--- config.mk ---
export PLATFORM = sky130hd
export DESIGN_NAME = baro_sensor_compensation
export DESIGN_NICKNAME = d
export VERILOG_FILES = /design/src/sv/bsc_pkg.sv /design/src/sv/bsc_csr_regs.sv /design/src/sv/bsc_serial_mul.sv /design/src/sv/baro_sensor_compensation.sv
export SDC_FILE = /design/constraint.sdc
export NUM_CORES = 1
export LEC_CHECK = 0
export BUFFER_PORTS_ARGS = -buffer_cell sky130_fd_sc_hd__buf_2
export CAP_MARGIN = 20
export CORE_MARGIN = 2
export CORE_UTILIZATION = 35
export DETAILED_ROUTE_END_ITERATION = 7
export PLACE_DENSITY = 0.51
export SKIP_LAST_GASP = 1
export SLEW_MARGIN = 0
export SYNTH_ARGS = -nofsm -noshare
export SYNTH_HDL_FRONTEND = slang
export SYNTH_SLANG_ARGS = --single-unit
--- constraint.sdc ---
create_clock -name clock -period 13.2 [get_ports clock]
set_clock_uncertainty 0.2 [all_clocks]
set_input_delay 0.66 -clock clock [delete_from_list [all_inputs] [get_ports clock]]
set_output_delay 0.66 -clock clock [all_outputs]
set_load 0.005 [all_outputs]
--- src/sv/bsc_pkg.sv ---
// ----------------------------------------------------------------------------
// bsc_pkg
// Types and constants shared by the barometric sensor compensation block.
// ----------------------------------------------------------------------------
package bsc_pkg;

   localparam int COEF_W    = 16;
   localparam int RAW_W     = 24;
   localparam int DT_W      = 25;
   localparam int VALUE_W   = 32;
   localparam int CSR_IDX_W = 3;

   // Register indexes on the configuration port.
   localparam logic [CSR_IDX_W-1:0] REG_SENS     = 3'd0;
   localparam logic [CSR_IDX_W-1:0] REG_OFF      = 3'd1;
   localparam logic [CSR_IDX_W-1:0] REG_TCS      = 3'd2;
   localparam logic [CSR_IDX_W-1:0] REG_TCO      = 3'd3;
   localparam logic [CSR_IDX_W-1:0] REG_TREF     = 3'd4;
   localparam logic [CSR_IDX_W-1:0] REG_TEMPSENS = 3'd5;

   localparam logic KIND_TEMP = 1'b0;
   localparam logic KIND_PRES = 1'b1;

   localparam logic STATUS_OK      = 1'b0;
   localparam logic STATUS_NO_TEMP = 1'b1;

   // Serial multiplier: signed multiplicand, unsigned multiplier taken one
   // digit per cycle, least significant digit first.
   localparam int MUL_A_W    = 35;
   localparam int MUL_B_W    = 24;
   localparam int DIGIT_W    = 4;
   localparam int MUL_STEPS  = MUL_B_W / DIGIT_W;
   localparam int STEP_CNT_W = $clog2(MUL_STEPS);
   localparam int HI_W       = MUL_A_W + 1;
   localparam int SUM_W      = HI_W + DIGIT_W;
   localparam int PROD_W     = HI_W + MUL_B_W;

   localparam int TEMP_BASE = 2000;

   typedef struct packed {
      logic             kind;
      logic [RAW_W-1:0] raw_sample;
   } req_type;

   typedef struct packed {
      logic                      result_kind;
      logic signed [VALUE_W-1:0] value;
      logic                      status;
   } rsp_type;

   typedef struct packed {
      logic [COEF_W-1:0] sens;
      logic [COEF_W-1:0] off;
      logic [COEF_W-1:0] tcs;
      logic [COEF_W-1:0] tco;
      logic [COEF_W-1:0] tref;
      logic [COEF_W-1:0] tempsens;
   } coef_type;

   typedef struct packed {
      logic                      start;
      logic signed [MUL_A_W-1:0] a;
      logic [MUL_B_W-1:0]        b;
   } mul_req_type;

   typedef struct packed {
      logic                     busy;
      logic                     done;
      logic signed [PROD_W-1:0] product;
   } mul_rsp_type;

endpackage

--- src/sv/bsc_csr_regs.sv ---
// ----------------------------------------------------------------------------
// bsc_csr_regs
// Calibration coefficient registers, written through a plain write port.
// ----------------------------------------------------------------------------
module bsc_csr_regs import bsc_pkg::*; (
   input  logic                 clock,
   input  logic                 reset,
   input  logic                 csr_we,
   input  logic [CSR_IDX_W-1:0] csr_index,
   input  logic [COEF_W-1:0]    csr_wdata,
   output coef_type             coef
);

   coef_type coef_ff;
   coef_type coef_in;

   always_comb begin
      coef_in = coef_ff;
      if (csr_we) begin
         unique case (csr_index)
            REG_SENS:     coef_in.sens     = csr_wdata;
            REG_OFF:      coef_in.off      = csr_wdata;
            REG_TCS:      coef_in.tcs      = csr_wdata;
            REG_TCO:      coef_in.tco      = csr_wdata;
            REG_TREF:     coef_in.tref     = csr_wdata;
            REG_TEMPSENS: coef_in.tempsens = csr_wdata;
            default:      coef_in          = coef_ff;
         endcase
      end
   end

   always_ff @(posedge clock) begin
      if (reset) begin
         coef_ff <= '0;
      end else begin
         coef_ff <= coef_in;
      end
   end

   assign coef = coef_ff;

endmodule

--- src/sv/bsc_serial_mul.sv ---
// ----------------------------------------------------------------------------
// bsc_serial_mul
// Digit-serial signed by unsigned multiplier, one multiplier digit per cycle.
// ----------------------------------------------------------------------------
module bsc_serial_mul import bsc_pkg::*; (
   input  logic        clock,
   input  logic        reset,
   input  mul_req_type mul_req,
   output mul_rsp_type mul_rsp
);

   logic signed [MUL_A_W-1:0] a_ff, a_in;
   logic signed [HI_W-1:0]    hi_ff, hi_in;
   logic [MUL_B_W-1:0]        lo_ff, lo_in;
   logic [STEP_CNT_W-1:0]     cnt_ff, cnt_in;
   logic                      busy_ff, busy_in;
   logic                      done_ff, done_in;

   logic signed [SUM_W-1:0]   part_w;
   logic signed [SUM_W-1:0]   sum_w;

   // The low register starts with the multiplier and fills with product bits
   // from the top while its digits are consumed from the bottom.
   always_comb begin
      part_w = SUM_W'(a_ff) * SUM_W'($signed({1'b0, lo_ff[DIGIT_W-1:0]}));
      sum_w  = SUM_W'(hi_ff) + part_w;

      a_in    = a_ff;
      hi_in   = hi_ff;
      lo_in   = lo_ff;
      cnt_in  = cnt_ff;
      busy_in = busy_ff;
      done_in = 1'b0;

      if (mul_req.start) begin
         a_in    = mul_req.a;
         hi_in   = '0;
         lo_in   = mul_req.b;
         cnt_in  = '0;
         busy_in = 1'b1;
      end else if (busy_ff) begin
         hi_in  = sum_w[SUM_W-1:DIGIT_W];
         lo_in  = {sum_w[DIGIT_W-1:0], lo_ff[MUL_B_W-1:DIGIT_W]};
         cnt_in = cnt_ff + STEP_CNT_W'(1);
         if (cnt_ff == STEP_CNT_W'(MUL_STEPS - 1)) begin
            busy_in = 1'b0;
            done_in = 1'b1;
         end
      end
   end

   always_ff @(posedge clock) begin
      if (reset) begin
         busy_ff <= 1'b0;
         done_ff <= 1'b0;
         cnt_ff  <= '0;
      end else begin
         busy_ff <= busy_in;
         done_ff <= done_in;
         cnt_ff  <= cnt_in;
      end
      a_ff  <= a_in;
      hi_ff <= hi_in;
      lo_ff <= lo_in;
   end

   assign mul_rsp.busy    = busy_ff;
   assign mul_rsp.done    = done_ff;
   assign mul_rsp.product = {hi_ff, lo_ff};

endmodule

--- src/sv/baro_sensor_compensation.sv ---
// ----------------------------------------------------------------------------
// baro_sensor_compensation
// First-order temperature and pressure compensation of raw sensor words.
// ----------------------------------------------------------------------------
// The digit-serial multiplier is shared: a temperature word needs one product,
// a pressure word three, and a pressure word seen before any temperature word
// none. A new word is taken only in idle, after the last result has been loaded
// into the output register, so an output stall also holds off the next word.
// Synchronous reset clears coefficients, the kept temperature difference and
// all control state.
module baro_sensor_compensation import bsc_pkg::*; (
   input  logic                 clock,
   input  logic                 reset,
   input  logic                 req_valid,
   output logic                 req_ready,
   input  req_type              req_data,
   output logic                 rsp_valid,
   input  logic                 rsp_ready,
   output rsp_type              rsp_data,
   input  logic                 csr_we,
   input  logic [CSR_IDX_W-1:0] csr_index,
   input  logic [COEF_W-1:0]    csr_wdata
);

   localparam logic [2:0] S_IDLE = 3'd0;
   localparam logic [2:0] S_TEMP = 3'd1;
   localparam logic [2:0] S_OFF  = 3'd2;
   localparam logic [2:0] S_SENS = 3'd3;
   localparam logic [2:0] S_PRES = 3'd4;
   localparam logic [2:0] S_OUT  = 3'd5;

   coef_type    coef;
   mul_req_type mul_req;
   mul_rsp_type mul_rsp;

   logic [2:0]                state_ff, state_in;
   logic                      kind_ff, kind_in;
   logic [RAW_W-1:0]          raw_ff, raw_in;
   logic signed [DT_W-1:0]    dt_ff, dt_in;
   logic                      dt_valid_ff, dt_valid_in;
   logic signed [MUL_A_W-1:0] off_ff, off_in;
   rsp_type                   res_ff, res_in;
   rsp_type                   rsp_ff, rsp_in;
   logic                      rsp_valid_ff, rsp_valid_in;

   logic                      req_fire;
   logic                      rsp_load;
   logic signed [DT_W-1:0]    new_dt_w;
   logic signed [MUL_A_W-1:0] sens_w;
   logic signed [SUM_W+2:0]   pdiff_w;

   bsc_csr_regs u_csr (
      .clock     (clock),
      .reset     (reset),
      .csr_we    (csr_we),
      .csr_index (csr_index),
      .csr_wdata (csr_wdata),
      .coef      (coef)
   );

   bsc_serial_mul u_mul (
      .clock   (clock),
      .reset   (reset),
      .mul_req (mul_req),
      .mul_rsp (mul_rsp)
   );

   assign req_ready = (state_ff == S_IDLE);
   assign req_fire  = req_valid && req_ready;
   assign rsp_load  = (state_ff == S_OUT) && (!rsp_valid_ff || rsp_ready);

   always_comb begin
      new_dt_w = $signed({1'b0, req_data.raw_sample}) - $signed({1'b0, coef.tref, 8'h00});
      sens_w   = $signed({4'b0000, coef.sens, 15'h0000})
               + mul_rsp.product[MUL_A_W+7:8];
      // Pressure: floor(raw*SENS / 2^21) - OFF, later shifted by 15.
      pdiff_w  = (SUM_W+3)'($signed(mul_rsp.product[PROD_W-1:21]))
               - (SUM_W+3)'(off_ff);
   end

   always_comb begin
      state_in    = state_ff;
      kind_in     = kind_ff;
      raw_in      = raw_ff;
      dt_in       = dt_ff;
      dt_valid_in = dt_valid_ff;
      off_in      = off_ff;
      res_in      = res_ff;
      mul_req     = '0;

      unique case (state_ff)
         S_IDLE: begin
            if (req_fire) begin
               kind_in = req_data.kind;
               raw_in  = req_data.raw_sample;
               res_in.result_kind = req_data.kind;
               res_in.status      = STATUS_OK;
               if (req_data.kind == KIND_TEMP) begin
                  dt_in         = new_dt_w;
                  dt_valid_in   = 1'b1;
                  mul_req.start = 1'b1;
                  mul_req.a     = MUL_A_W'(new_dt_w);
                  mul_req.b     = MUL_B_W'(coef.tempsens);
                  state_in      = S_TEMP;
               end else if (!dt_valid_ff) begin
                  res_in.value  = '0;
                  res_in.status = STATUS_NO_TEMP;
                  state_in      = S_OUT;
               end else begin
                  mul_req.start = 1'b1;
                  mul_req.a     = MUL_A_W'(dt_ff);
                  mul_req.b     = MUL_B_W'(coef.tco);
                  state_in      = S_OFF;
               end
            end
         end
         S_TEMP: begin
            if (mul_rsp.done) begin
               res_in.value = $signed(mul_rsp.product[VALUE_W+22:23])
                            + VALUE_W'(TEMP_BASE);
               state_in     = S_OUT;
            end
         end
         S_OFF: begin
            if (mul_rsp.done) begin
               off_in        = $signed({3'b000, coef.off, 16'h0000})
                             + mul_rsp.product[MUL_A_W+6:7];
               mul_req.start = 1'b1;
               mul_req.a     = MUL_A_W'(dt_ff);
               mul_req.b     = MUL_B_W'(coef.tcs);
               state_in      = S_SENS;
            end
         end
         S_SENS: begin
            if (mul_rsp.done) begin
               mul_req.start = 1'b1;
               mul_req.a     = sens_w;
               mul_req.b     = raw_ff;
               state_in      = S_PRES;
            end
         end
         S_PRES: begin
            if (mul_rsp.done) begin
               res_in.value = VALUE_W'($signed(pdiff_w[SUM_W+2:15]));
               state_in     = S_OUT;
            end
         end
         S_OUT: begin
            if (rsp_load) begin
               state_in = S_IDLE;
            end
         end
         default: begin
            state_in = S_IDLE;
         end
      endcase
   end

   always_comb begin
      rsp_in       = rsp_ff;
      rsp_valid_in = rsp_valid_ff;
      if (rsp_valid_ff && rsp_ready) begin
         rsp_valid_in = 1'b0;
      end
      if (rsp_load) begin
         rsp_in       = res_ff;
         rsp_valid_in = 1'b1;
      end
   end

   always_ff @(posedge clock) begin
      if (reset) begin
         state_ff     <= S_IDLE;
         dt_ff        <= '0;
         dt_valid_ff  <= 1'b0;
         rsp_valid_ff <= 1'b0;
      end else begin
         state_ff     <= state_in;
         dt_ff        <= dt_in;
         dt_valid_ff  <= dt_valid_in;
         rsp_valid_ff <= rsp_valid_in;
      end
      kind_ff <= kind_in;
      raw_ff  <= raw_in;
      off_ff  <= off_in;
      res_ff  <= res_in;
      rsp_ff  <= rsp_in;
   end

   assign rsp_valid = rsp_valid_ff;
   assign rsp_data  = rsp_ff;

   // The multiplier only runs while the sequencer waits on a product.
   a_mul_idle: assert property (@(posedge clock) disable iff (reset)
      (state_ff == S_IDLE || state_ff == S_OUT) |-> !mul_rsp.busy)
      else $error("multiplier busy outside a multiply state");

   a_done_state: assert property (@(posedge clock) disable iff (reset)
      mul_rsp.done |-> (state_ff == S_TEMP || state_ff == S_OFF ||
                        state_ff == S_SENS || state_ff == S_PRES))
      else $error("product finished with no one waiting");

   a_temp_kept: assert property (@(posedge clock) disable iff (reset)
      (req_fire && req_data.kind == KIND_TEMP) |=> dt_valid_ff)
      else $error("temperature difference not kept");

   a_no_temp: assert property (@(posedge clock) disable iff (reset)
      (rsp_valid && rsp_data.status == STATUS_NO_TEMP) |->
         (rsp_data.value == '0 && rsp_data.result_kind == KIND_PRES))
      else $error("bad result for pressure without temperature");

   a_kind_match: assert property (@(posedge clock) disable iff (reset)
      rsp_load |-> (res_ff.result_kind == kind_ff))
      else $error("result kind differs from request kind");

endmodule
==> impl_metrics.env <==
export IMPL_cpLargestDelayFamily="adder cells"
export IMPL_first_pass_iters=6
export IMPL_worstPathMaxFanout=35
export IMPL_cts_resized_gates=0
export IMPL_path_clk_slew_ps=60
export IMPL_critPathSlowestCell="fa_1"
export IMPL_seqPwrFrac_pct=26.1
export IMPL_first_iter_violations=1502
export IMPL_postCtsHoldBufs=0
export IMPL_drv_cap=0
export IMPL_hold_path_depth=1
export IMPL_p_per_area_nw_per_um2=220
export IMPL_rsz0062_at_grt="no"
export IMPL_relSlewSlack_pct=19.6
export IMPL_io_buffer_count=84
export IMPL_postCtsSetupBuffers=0
export IMPL_grt_pass1_vias=17925
export IMPL_path_cells="buf_4 > nand2_1 > fa_1 > inv_1 > fa_1 > inv_1 > fa_1 > inv_1 > ha_1 > a21o_1 > a21o_1 > a211oi_1 > a32oi_1 > or4b_4 > a21oi_2 > a211oi_2 > xor2_1 > o22ai_1"
export IMPL_postLayoutCoreUtil_pct=39.7
export IMPL_period_share_pct=39.1
export IMPL_cts_sinks=353
export IMPL_synthesis_area_um2=23300
export IMPL_status="complete, no violations"
export IMPL_path_buf_inv=4
export IMPL_synthArstFlopShare_pct=0
export IMPL_cts_buffer_depth=3
export IMPL_cp_slowest_stage_delay_ps=550
export IMPL_min_to="raw_ff[8]"
export IMPL_htree_levels=2
export IMPL_clk_latency_ps=600
export IMPL_layout_commonest_cell="nand2_1"
export IMPL_r2r_cells=18
export IMPL_drt_wirelength_per_cell_um=20.9
export IMPL_slew_violations=0
export IMPL_fmax_mhz=194
export IMPL_gp_congestion=0.876
export IMPL_final_cell_mix="357 x nand2_1, 265 x inv_1, 218 x a21oi_1, 186 x edfxtp_1, 168 x ha_1"
export IMPL_cts_made_buffers=42
export IMPL_fp_dieW_um=262
export IMPL_r2r_slack_ps=8040
export IMPL_yosysSeqAreaShare_pct=38.3
export IMPL_start_util_pct=35.4
export IMPL_viasPerCell=5.25
export IMPL_clockRootBuffer="clkbuf_16"
export IMPL_dr_total_vias=18079
export IMPL_ant_nets=0
export IMPL_grt_max_degree=98
export IMPL_tightestPinTransition_ps=1210
export IMPL_internal_power_w=0.00322
export IMPL_drive_gt1_share_pct=8.37
export IMPL_drc=0
export IMPL_fin_crit_ps=5160
export IMPL_synth_edf_count=186
export IMPL_area_delta_synth_final_pct=12.0
export IMPL_hold_path_startpoint="req_data[8]"
export IMPL_yosysWarnings=0
export IMPL_antenna_found_initial=2
export IMPL_fin_tns_setup_ps=0
export IMPL_synth_seq_cells=353
export IMPL_synth_cell_types=89
export IMPL_comb_power_share_pct=53.1
export IMPL_cp_arrival_ps=5380
export IMPL_synth_flop_cell="edfxtp_1"
export IMPL_leakagePower_nw=10.8
export IMPL_dieHeight_um=262
export IMPL_startpoint_type="flop"
export IMPL_setup_viol=0
export IMPL_finalHoldViolCount=0
export IMPL_syn_inst=2497
export IMPL_reg2reg_from="u_mul.lo_ff[1]"
export IMPL_io_pins=85
export IMPL_wirelength_mm=72.1
export IMPL_critPathCaptureType="flop"
export IMPL_placementRows=94
export IMPL_syn_nets=2823
export IMPL_grt_first_pass_wirelength_mm=110
export IMPL_sw_frac_of_total_pct=43.9
export IMPL_nets=2872
export IMPL_avgSynthCellArea_um2=9.34
export IMPL_globalRouteTotalUtil_pct=21.4
export IMPL_r2r_end="u_mul.hi_ff[34]"
export IMPL_ir_drop_mv=0.106
export IMPL_core_um2=65900
export IMPL_grt_overflow_total=0
export IMPL_switching_power_w=0.00253
export IMPL_dpl_hpwl_mm=55.4
export IMPL_p_clk_share_pct=20.8
export IMPL_cts_tree="built"
export IMPL_hold_path_class="in -> reg"
export IMPL_required_ps=13430
export IMPL_die_area_um2=68700
export IMPL_setup_worst_path_class="reg -> reg"
[cells by family (layout without fill, tap and decap cells)]
group	Yosys count	in the layout	synth area share, %
DFF	353	353	38.3
buffers and inverters	374	457	6.09
and+or+nand+nor	766	766	15.0
xor gates and xnor gates	129	129	4.85
muxes	47	47	2.02
AOI/OAI and AO/OA	551	551	15.3
other	0	2	0
adders and majority gates	277	277	18.4
[power by group through the flow]
stage | registers [W] | logic (W) | clock network [W]
2_1_floorplan | 0.00142 | 0.00226 | 0
3_3_place_gp | 0.00153 | 0.00304 | 0
3_5_place_dp | 0.00153 | 0.00304 | 0
4_1_cts | 0.00151 | 0.00306 | 0.00122
5_1_grt | 0.00151 | 0.00345 | 0.00127
6_report | 0.00150 | 0.00305 | 0.00120
[Yosys cell counts (12+ instances only)]
library cell | number | area share (%)
nand2_1 | 357 | 5.7
edfxtp_1 | 186 | 24
o21ai_1 | 12 | 0.26
inv_1 | 265 | 4.3
and3_1 | 12 | 0.32
xnor2_1 | 96 | 3.6
and2_1 | 89 | 2.4
xor2_1 | 33 | 1.2
mux2i_1 | 46 | 2.0
o21ai_0 | 63 | 1.4
dfxtp_1 | 167 | 14
nand4_1 | 15 | 0.40
nor2_1 | 166 | 2.7
o21bai_1 | 18 | 0.58
nand3_1 | 29 | 0.62
clkbuf_1 | 99 | 1.6
fa_1 | 109 | 9.4
nor3_1 | 24 | 0.52
a31oi_1 | 19 | 0.51
o22ai_1 | 36 | 0.97
nand2b_1 | 15 | 0.40
ha_1 | 168 | 9.0
nor2b_1 | 17 | 0.46
a21oi_1 | 218 | 4.7
a21o_1 | 48 | 1.5
a221oi_1 | 20 | 0.75
a211oi_1 | 17 | 0.55
[metal layers]
| metal | vias up | GRT usage, % | share of wire (%) |
|---|---|---|---|
| met5 | - | 0 | 0 |
| met4 | 0 | 7.99 | 4.0 |
| met3 | 116 | 3.78 | 6.0 |
| met2 | 519 | 35.0 | 46 |
| met1 | 8761 | 28.3 | 44 |
| li1 | 8683 | - | - |
[worst register-to-register path, stage by stage, from the launching register on]
cell and delay, ps:
edfxtp_1 330, buf_4 390, nand2_1 170, fa_1 530, inv_1 50, fa_1 480
inv_1 60, fa_1 550, inv_1 50, ha_1 400, a21o_1 150, a21o_1 140
a211oi_1 100, a32oi_1 320, or4b_4 520, a21oi_2 230, a211oi_2 110, xor2_1 160
o22ai_1 80
[through the flow]
| stage | cells | hold slack (ps) | worst slack (ps) | power [W] | area [µm²] |
|---|---|---|---|---|---|
| CTS | 3443 | 45.4 | 8000 | 0.00579 | 26100 |
| global route | 3444 | 58.0 | 7720 | 0.00623 | 26100 |
| floorplan | 2497 | 200 | 8370 | 0.00368 | 23300 |
| finish | 3446 | 74.8 | 8040 | 0.00575 | 26100 |
| detailed placement | 3365 | 205 | 8030 | 0.00457 | 24700 |
| global placement | 3362 | 207 | 8060 | 0.00457 | 24600 |
[layout make-up]
cell class | count | area, µm²
clock inverter | 27 | 333
clock buffer | 51 | 1080
sequential | 353 | 8930
tap | 864 | 1080
inverter | 269 | 1010
antenna | 2 | 5.00
timing repair buffer | 110 | 666
multi-input combinational | 1770 | 13000
fill | 6535 | 39700
[registers in the layout (all words and copies together) (netlist names), 24 cells and up]
| signal | cells |
|---|---|
| u_csr.coef | 96 |
| dt_ff | 25 |
| u_mul.lo_ff | 24 |
| raw_ff | 24 |
| u_mul.a_ff | 35 |
| u_mul.hi_ff | 36 |
| rsp_data | 34 |
| off_ff | 35 |
| res_ff | 34 |
[how the worst max path moves through the flow]
stage | start | endpoint | slack, ps | cells past startpoint
after CTS | u_mul.lo_ff[1] | u_mul.hi_ff[29] | 8000 | 18
after detailed placement | u_mul.lo_ff[0] | u_mul.hi_ff[28] | 8030 | 18
after global placement | u_mul.lo_ff[0] | u_mul.hi_ff[28] | 8060 | 18
after floorplan | u_mul.lo_ff[0] | u_mul.hi_ff[28] | 8370 | 19
after global routing | u_mul.lo_ff[0] | u_mul.hi_ff[28] | 7720 | 18
final | u_mul.lo_ff[1] | u_mul.hi_ff[34] | 8040 | 18
Note: power is estimated with default switching activity, not from simulation.
